==> src/sv/msort_pkg.sv <==
// Package for the merge sorter: payload structs, data width and the
// command/status structs between controller and datapath. No dependencies.
package msort_pkg;

  localparam int unsigned DATA_WIDTH    = 32;
  localparam int unsigned MAX_ITEMS_DEF = 64;

  typedef struct packed {
    logic signed [DATA_WIDTH-1:0] element;
    logic                         last_element;
  } in_item_t;

  typedef struct packed {
    logic signed [DATA_WIDTH-1:0] sorted_value;
    logic                         last_out;
  } out_item_t;

  typedef enum logic [2:0] {
    ST_LOAD,
    ST_PASS_CHK,
    ST_RUN_START,
    ST_RD,
    ST_MRG,
    ST_OUT_RD,
    ST_OUT_LD,
    ST_OUT_WAIT
  } state_e;

  typedef struct packed {
    logic load;        // store an incoming element
    logic sort_start;  // width = 1, source = data store
    logic pass_start;  // lo = 0
    logic run_start;   // set up a, b, k, mid, hi for the run at lo
    logic merge_step;  // move one element into the destination store
    logic run_next;    // lo += 2 * width
    logic pass_next;   // swap stores, double width
    logic out_start;   // output index = 0
    logic out_load;    // capture read data into the output register
    logic out_next;    // advance output index
  } ctrl_cmd_t;

  typedef struct packed {
    logic width_lt_n;  // another merge pass is needed
    logic run_end;     // this step writes the last element of the run
    logic lo_end;      // the next run would start at or past n
    logic out_last;    // the value being emitted is the final one
  } dp_status_t;

endpackage

==> src/sv/msort_ctrl.sv <==
// Merge sorter controller: sequences load, merge passes and output.
// Depends on msort_pkg.
module msort_ctrl (
  input  logic                   clk_i,
  input  logic                   rst_ni,
  input  logic                   in_valid_i,
  input  logic                   in_last_i,
  output logic                   in_ready_o,
  output logic                   out_valid_o,
  input  logic                   out_ready_i,
  input  msort_pkg::dp_status_t  status_i,
  output msort_pkg::ctrl_cmd_t   cmd_o
);
  import msort_pkg::*;

  state_e state_q, state_d;
  logic   in_fire, out_fire;

  assign in_fire  = in_valid_i && in_ready_o;
  assign out_fire = out_valid_o && out_ready_i;

  always_ff @(posedge clk_i or negedge rst_ni) begin
    if (!rst_ni) begin
      state_q <= ST_LOAD;
    end else begin
      state_q <= state_d;
    end
  end

  always_comb begin
    state_d = state_q;
    case (state_q)
      ST_LOAD: begin
        if (in_fire && in_last_i) state_d = ST_PASS_CHK;
      end
      ST_PASS_CHK: begin
        state_d = status_i.width_lt_n ? ST_RUN_START : ST_OUT_RD;
      end
      ST_RUN_START: state_d = ST_RD;
      ST_RD:        state_d = ST_MRG;
      ST_MRG: begin
        if (!status_i.run_end)    state_d = ST_RD;
        else if (status_i.lo_end) state_d = ST_PASS_CHK;
        else                      state_d = ST_RUN_START;
      end
      ST_OUT_RD: state_d = ST_OUT_LD;
      ST_OUT_LD: state_d = ST_OUT_WAIT;
      ST_OUT_WAIT: begin
        if (out_fire) state_d = status_i.out_last ? ST_LOAD : ST_OUT_RD;
      end
      default: state_d = ST_LOAD;
    endcase
  end

  always_comb begin
    cmd_o       = '0;
    in_ready_o  = 1'b0;
    out_valid_o = 1'b0;
    case (state_q)
      ST_LOAD: begin
        in_ready_o       = 1'b1;
        cmd_o.load       = in_fire;
        cmd_o.sort_start = in_fire && in_last_i;
      end
      ST_PASS_CHK: begin
        cmd_o.pass_start = status_i.width_lt_n;
        cmd_o.out_start  = !status_i.width_lt_n;
      end
      ST_RUN_START: cmd_o.run_start = 1'b1;
      ST_RD: ;
      ST_MRG: begin
        cmd_o.merge_step = 1'b1;
        cmd_o.run_next   = status_i.run_end;
        cmd_o.pass_next  = status_i.run_end && status_i.lo_end;
      end
      ST_OUT_RD: ;
      ST_OUT_LD: cmd_o.out_load = 1'b1;
      ST_OUT_WAIT: begin
        out_valid_o    = 1'b1;
        cmd_o.out_next = out_fire;
      end
      default: ;
    endcase
  end

endmodule

==> config.mk <==
export PLATFORM = sky130hd
export DESIGN_NAME = msort_ctrl
export DESIGN_NICKNAME = d
export VERILOG_FILES = /design/src/sv/msort_pkg.sv /design/src/sv/msort_ctrl.sv
export SDC_FILE = /design/constraint.sdc
export NUM_CORES = 1
export LEC_CHECK = 0
export BUFFER_PORTS_ARGS = -buffer_cell sky130_fd_sc_hd__buf_2
export CAP_MARGIN = 20
export CELL_PAD_IN_SITES_DETAIL_PLACEMENT = 0
export CELL_PAD_IN_SITES_GLOBAL_PLACEMENT = 1
export CORE_AREA = 2 2 39 41
export DETAILED_ROUTE_END_ITERATION = 8
export DIE_AREA = 0 0 41 43
export PLACE_DENSITY_LB_ADDON = 0.1
export SLEW_MARGIN = 20
export SYNTH_ARGS = -nofsm -noshare
export SYNTH_HDL_FRONTEND = slang
export SYNTH_SLANG_ARGS = --single-unit
==> constraint.sdc <==
create_clock -name clk_i -period 1.5 [get_ports clk_i]
set_input_delay 0.225 -clock clk_i [delete_from_list [all_inputs] [get_ports clk_i]]
set_output_delay 0.225 -clock clk_i [all_outputs]
set_load 0.05 [all_outputs]
# == After elaboration in Yosys (flattened, before gate mapping) ==
# Index checks and enable logic that the tools add are counted.
# Widths: inputs -> output; s select.
# word_totals
register_bits,3
in_bits,9
output_inout_bits,12
elab_cells,33
# op_classes
eq_ne,9
n_mux,16
n_reduce_logical,7
# ops
cell,count
$pmux 3 s8,1
$mux 3,5
$eq 3x3->1 const B,4
$mux 1,7
$eq 3x2->1 const B,2
$mux 2,3
$logic_and 1x1->1,4
$ne 2x2->1 const B,2
$eq 3x1->1 const B,1
$logic_not 3->1,1
$reduce_and 2->1,1
$logic_not 1->1,1

# == Longest topological paths before layout ==
# Gate-level depths: netlist of the first run.
# logic_depth
ltp_word,6
mapped_depth,4
ltp_nobuf,3

# == Least setup slack after synthesis of the first run ==
# Ideal clock, no wire load.
# synth_path
kind,register to output
startpoint,register state_q[1]
endpoint,output port cmd_o[8] in the netlist's numbering
arrival_ns,1.825
required_time_ns,1.275
slack_ns,-0.550
path_stages_with_launch,4
n_path_buf,1
path_cell_list,dfrtp_1 > buf_6 > nor3_2 > and3_1
# synth_lines
element,line_no,rtl
start: declaration,msort_ctrl.sv:16,"state_e state_q, state_d;"
start signal: assignment,msort_ctrl.sv:26,state_q <= state_d;
end: declaration,msort_ctrl.sv:12,output msort_pkg::ctrl_cmd_t cmd_o

==> results of run 1 <==
-- kinds of logic after synthesis --
family,Yosys count,synth area share [%]
buffers and inverters,3,8.905
DFF,3,24.29
and+or+nand+nor,25,51.42
AOI/OAI and AO/OA,6,15.39
-- stage by stage --
step / area [sq um] / worst slack, ns / power [mW]
2_1_floorplan: 345.3 / -0.1820 / 0.8876
3_3_place_gp: 460.4 / 0.01839 / 1.017
3_5_place_dp: 460.4 / -0.01168 / 1.036
4_1_cts: 588.1 / -0.05277 / 1.352
5_1_grt: 624.3 / -0.1181 / 1.521
6_report: 624.3 / -0.05020 / 1.418
-- cell type report --
cell class                      count  area, sq um  area share [%]
Clock buffer                        4        26.28           4.208
Tap cell                           16        20.02           3.206
Multi-Input combinational cell     31        260.3           41.68
Timing Repair Buffer               28        239.0           38.28
Sequential cell                     3        78.83           12.63
-- metal layers --
metal,global-route usage [%],up-vias,part of all wire (%),wire length (microns)
li1,-,186,-,-
met1,14.66,187,40,381
met2,20.94,12,55,521
met3,5.236,0,5.4,52
met4,10.00,0,0,0
met5,0,-,0,0
-- where the power goes --
part           switching [mW]  internal [mW]  leakage [nW]
combinational           0.567          0.448         0.234
clock                  0.0419         0.0997        0.0150
sequential              0.129          0.133        0.0312
-- worst min-delay path, stage by stage --
cell,delay (ns)
buf_2,0.10
nand2_1,0.07
a32oi_2,0.04
-- cell usage after synthesis --
library cell and count:
a21boi_1 1, a21oi_1 2, a31oi_1 1, a32oi_2 1, and2_1 4, and3_1 3, buf_2 1, buf_6 2
dfrtp_1 3, nand2_1 7, nand2b_1 1, nand3_1 1, nand3b_1 2, nor2_1 1, nor2_2 1, nor2b_1 1
nor3_1 1, nor3_2 1, nor3b_1 1, nor4b_4 1, o211ai_1 1
-- path summary, 6_finish.rpt --
check / startpoint / to / slack (ns) / cells after the start
max: state_q[1] / cmd_o[3] / -0.05 / 4
min: in_last_i / state_q[0] / 0.25 / 3
max reg2reg: state_q[0] / state_q[0] / 0.29 / 4
min reg2reg: state_q[0] / state_q[0] / 0.72 / 2
max in group asynchronous: rst_ni / state_q[0] / 1.07 / 2
min in group asynchronous: rst_ni / state_q[2] / 0.31 / 2
-- repair_timing --
item	4_1_cts	5_1_grt
buffers inserted	4	0
hold endpoints to repair	3	0
hold buffers	1	0
setup endpoints to repair	12	12
resized for setup	22	12
pin swaps	4	4
==> out/metrics.yaml, run 1 <==
outcome: "finished with violations"
violations: "setup timing"
io_pins: 21
drt_iter0_markers: 5
final-setup-viol-count: 3
rsz0062_at_grt: "true"
hpwl_microns: 654.7
cts_root_buffer: "clkbuf_4"
period_needed_ns: 1.550
yosys_warnings: 0
registers.top_by_ff_count: "state_q"
yosys-top-cells-area: "dfrtp_1 (24%), nand2_1 (8.5%), and2_1 (8.1%)"
yosysSeqAreaShare_pct: 24.29
yosys.area.top_type: "dfrtp_1"
setup_slack_ns: -0.05020
synth_top_cell_area_share_pct: 24.29
period_share_pct: 103.3
grt_max_degree: 9
path_max_fanout: 8
diodes: 0
avgSynthCellArea_sq_um: 8.353
antenna_found_initial: 0
clock_sinks: 3
grt-ovfl-total: 0
vias_per_cell: 4.695
clk_pin_slew_ns: 0.03
largest_register_ffs: 3
critPathTopFamily: "simple AND/OR/NAND/NOR gates"
dieHeight_microns: 43
crit_arrival_ns: 1.33
grt_pass1_vias: 374
skew_ns: 0.003361
final_common_cell: "buf_2"
ant_nets: 0
syn2layout_area_growth_pct: 102.0
critPathKind: "register to output port"
p_per_area_mw_per_mm2: 2271
p_leak_nw: 0.2804
top_regs: "state_q x3"
start_kind: "register"
syn_nets: 46
max_freq_ghz: 0.6451
slowest_stage: "dfrtp_2"
port_buffers: 20
relSlewSlack_pct: 80.99
drv_slew: 0
critPathBufInv: 1
cts_buffers: 3
mostFrequentLayoutCells: "buf_2 (9), nand2_1 (7), buf_6 (6), buf_4 (6)"
routed_wl_microns: 955
rows: 14
dieArea_sq_mm: 0.001763
required_ns: 1.27
syn-cell-area_sq_um: 309.0
dr_total_vias: 385
cap_violations: 0
cts_tree: "yes"
layout.cells.non_filler: 82
drc: 0
finalSetupTns_ns: -0.09456
die_w_microns: 41
ir_drop_mv: 0.8460
cp-end-kind: "output port"
worst_pin_slew_ns: 0.2839
dp_cells: 73
gp_congestion: 0.6869
hold_ws_ns: 0.2548
fill_cells: 145
cts_buffer_depth: 2
final_util_pct: 45.12
post_drt_wl_per_cell_microns: 11.65
first_pass_iters: 4
clkLatencyLatePin_ns: 0.23
htreeDepth: 1
hold_viol_final: 0
grt_pass1_wl_mm: 1.552
syn-instance-count: 37
start_util_pct: 22.33
ys_types: 21
grt_usage_pct: 13.81
cp_cell_sequence: "nor2_2 > and3_4 > and2_4 > buf_8"
synth_seq_cells: 3
core_sq_mm: 0.001384
hold_path_class: "input pin to register"
critPathMaxStageDelay_ns: 0.48
nNetsFinal: 76
post_route_cells_drive_above_1_share_pct: 68.18
Note: power is estimated with default switching activity, not from simulation.
==> run 2: changes to the inputs <==
- PLACE_DENSITY: unset -> 0.7
- PLACE_DENSITY_LB_ADDON: 0.1 -> unset
==> run 2 against run 1 <==
  * The run still ends with setup timing left
  * Die area unchanged
  * Via count fell by 0.26%
  * Clock power down 6%
  * Wire length fell by 14%
  * Flip-flop and latch count unchanged
  * Critical endpoint unchanged
==> out/metrics.yaml, run 2 (synthesized netlist as in run 1, its figures left out) <==
critPathMaxStageDelay_ns: 0.47  # about the same
cts_tree: "yes"
period_share_pct: 101.3  # -2.0 points
drv_slew: 0  # unchanged
crit_arrival_ns: 1.29  # -0.04 ns
hold_viol_final: 0  # unchanged
hold_path_class: "input pin to register"
worst_pin_slew_ns: 0.2748  # -0.009083 ns
rows: 14  # unchanged
core_sq_mm: 0.001384  # unchanged
cp_cell_sequence: "nor2_4 > and3_4 > and2_4 > buf_8"
violations: "setup timing"
layout.cells.non_filler: 83  # +1.2%
cp-end-kind: "output port"
post_route_cells_drive_above_1_share_pct: 70.15  # +2.0 points
rsz0062_at_grt: "true"
dr_total_vias: 384  # -0.26%
start_util_pct: 22.33  # unchanged
dieHeight_microns: 43  # unchanged
largest_register_ffs: 3  # unchanged
max_freq_ghz: 0.6580  # +2.0%
top_regs: "state_q x3"
cts_buffers: 3  # unchanged
cap_violations: 0  # unchanged
p_per_area_mw_per_mm2: 2228  # -1.9%
syn2layout_area_growth_pct: 100.8
dieArea_sq_mm: 0.001763  # unchanged
finalSetupTns_ns: -0.01985  # +0.07471 ns
final-setup-viol-count: 2  # -1
diodes: 0  # unchanged
holdPathEnd: "state_q[0]"
grt_usage_pct: 9.970  # -3.8 points
ff2ff_setup_slack_ns: 0.29  # about the same
start_kind: "register"
timing.rr.end: "state_q[0]"
setup_slack_ns: -0.01985  # +0.03035 ns
final_common_cell: "buf_2"
drt_iter0_markers: 7  # +2
ant_nets: 0  # unchanged
grt_pass1_wl_mm: 1.269  # -18%
grt_max_degree: 9  # unchanged
required_ns: 1.27  # about the same
hold_depth: 3  # unchanged
hp-start: "in_last_i"
clkLatencyLatePin_ns: 0.22  # about the same
nNetsFinal: 77  # +1.3%
path_max_fanout: 7  # -1
timing.rr.start: "state_q[0]"
port_buffers: 20  # unchanged
registers.top_by_ff_count: "state_q"
clock_sinks: 3  # unchanged
cts_root_buffer: "clkbuf_4"
mostFrequentLayoutCells: "buf_2 (10), buf_4 (8), nand2_1 (7)"
clk_pin_slew_ns: 0.03  # about the same
antenna_found_initial: 0  # unchanged
relSlewSlack_pct: 81.59  # +0.61 points
period_needed_ns: 1.520  # -0.03035 ns
die_w_microns: 41  # unchanged
grt-ovfl-total: 0  # unchanged
htreeDepth: 1  # unchanged
post_drt_wl_per_cell_microns: 9.843  # -15%
critPathBufInv: 1  # unchanged
skew_ns: 0.0006345  # -0.002727 ns
gp_congestion: 0.7111  # +3.5%
grt_pass1_vias: 333  # -11%
first_pass_iters: 4  # unchanged
drc: 0  # unchanged
power_mw: 1.382  # -2.5%
io_pins: 21  # unchanged
dp_cells: 76  # +4.1%
hpwl_microns: 664.5  # +1.5%
vias_per_cell: 4.627  # -1.5%
outcome: "finished with violations"
critPathKind: "register to output port"
p_leak_nw: 0.2812  # +0.26%
slowest_stage: "dfrtp_2"
routed_wl_microns: 817  # -14%
ir_drop_mv: 0.7392  # -13%
critPathTopFamily: "simple AND/OR/NAND/NOR gates"
r2r_cells: 4  # unchanged
cts_buffer_depth: 2  # unchanged
run 2: cell types whose count changed in the layout (fill, tap and decap cells not counted), sizes merged:
cell	change
buf	+1
run 2: metal layers:
metal | up-vias | wire length, microns | track usage [%]
met3 | 0 | 48 | 2.094
li1 | 192 | - | -
met4 | 0 | 0 | 2.000
met5 | - | 0 | 0
met2 | 12 | 443 | 17.50
met1 | 180 | 324 | 11.69
run 2: worst max path at each step:
stage / startpoint / endpoint / slack, ns / cells after the start
2_1_floorplan: state_q[1] / cmd_o[8] / -0.18 / 3
3_3_place_gp: state_q[1] / cmd_o[3] / 0.05 / 4
3_5_place_dp: state_q[1] / cmd_o[3] / 0.05 / 4
4_1_cts: state_q[0] / cmd_o[3] / -0.03 / 4
5_1_grt: state_q[0] / cmd_o[3] / -0.06 / 4
6_report: state_q[0] / cmd_o[3] / -0.02 / 4
run 2: power by group:
| part | internal, mW | switching, mW |
|---|---|---|
| Clock | 0.0992 | 0.0340 |
| Combinational | 0.445 | 0.539 |
| Sequential | 0.133 | 0.133 |
| Total | 0.677 | 0.706 |
run 2: area by class of cell:
type | count | area (sq um)
sequential | 3 | 78.83
tap | 16 | 20.02
clock buffer | 4 | 26.28
timing repair buffer | 29 | 244.0
multi-input combinational | 31 | 251.5
fill | 137 | 763.2
run 2: worst min-delay path, cell delays in order:
cell     delay (ns)
buf_2          0.11
nand2_1        0.07
a32oi_2        0.04
run 2: what timing repair did:
item | CTS | global route
gates resized for setup | 20 | 8
setup buffers | 2 | 0
hold buffers | 1 | 0
gates cloned | 0 | 0
setup endpoints to repair | 12 | 11
endpoints found under the hold margin | 3 | 0
pin swaps | 2 | 2
run 2: per-stage QoR:
step | instance area [sq um] | util [%] | hold WS, ns | setup WS (ns)
2_1_floorplan | 345.3 | - | -0.07059 | -0.1820
3_3_place_gp | 483.0 | 34.90 | 0.02195 | 0.05100
3_5_place_dp | 483.0 | 34.90 | 0.02307 | 0.04887
4_1_cts | 591.8 | 42.77 | 0.2556 | -0.03475
5_1_grt | 620.6 | 44.85 | 0.2856 | -0.05964
6_report | 620.6 | 44.85 | 0.2679 | -0.01985
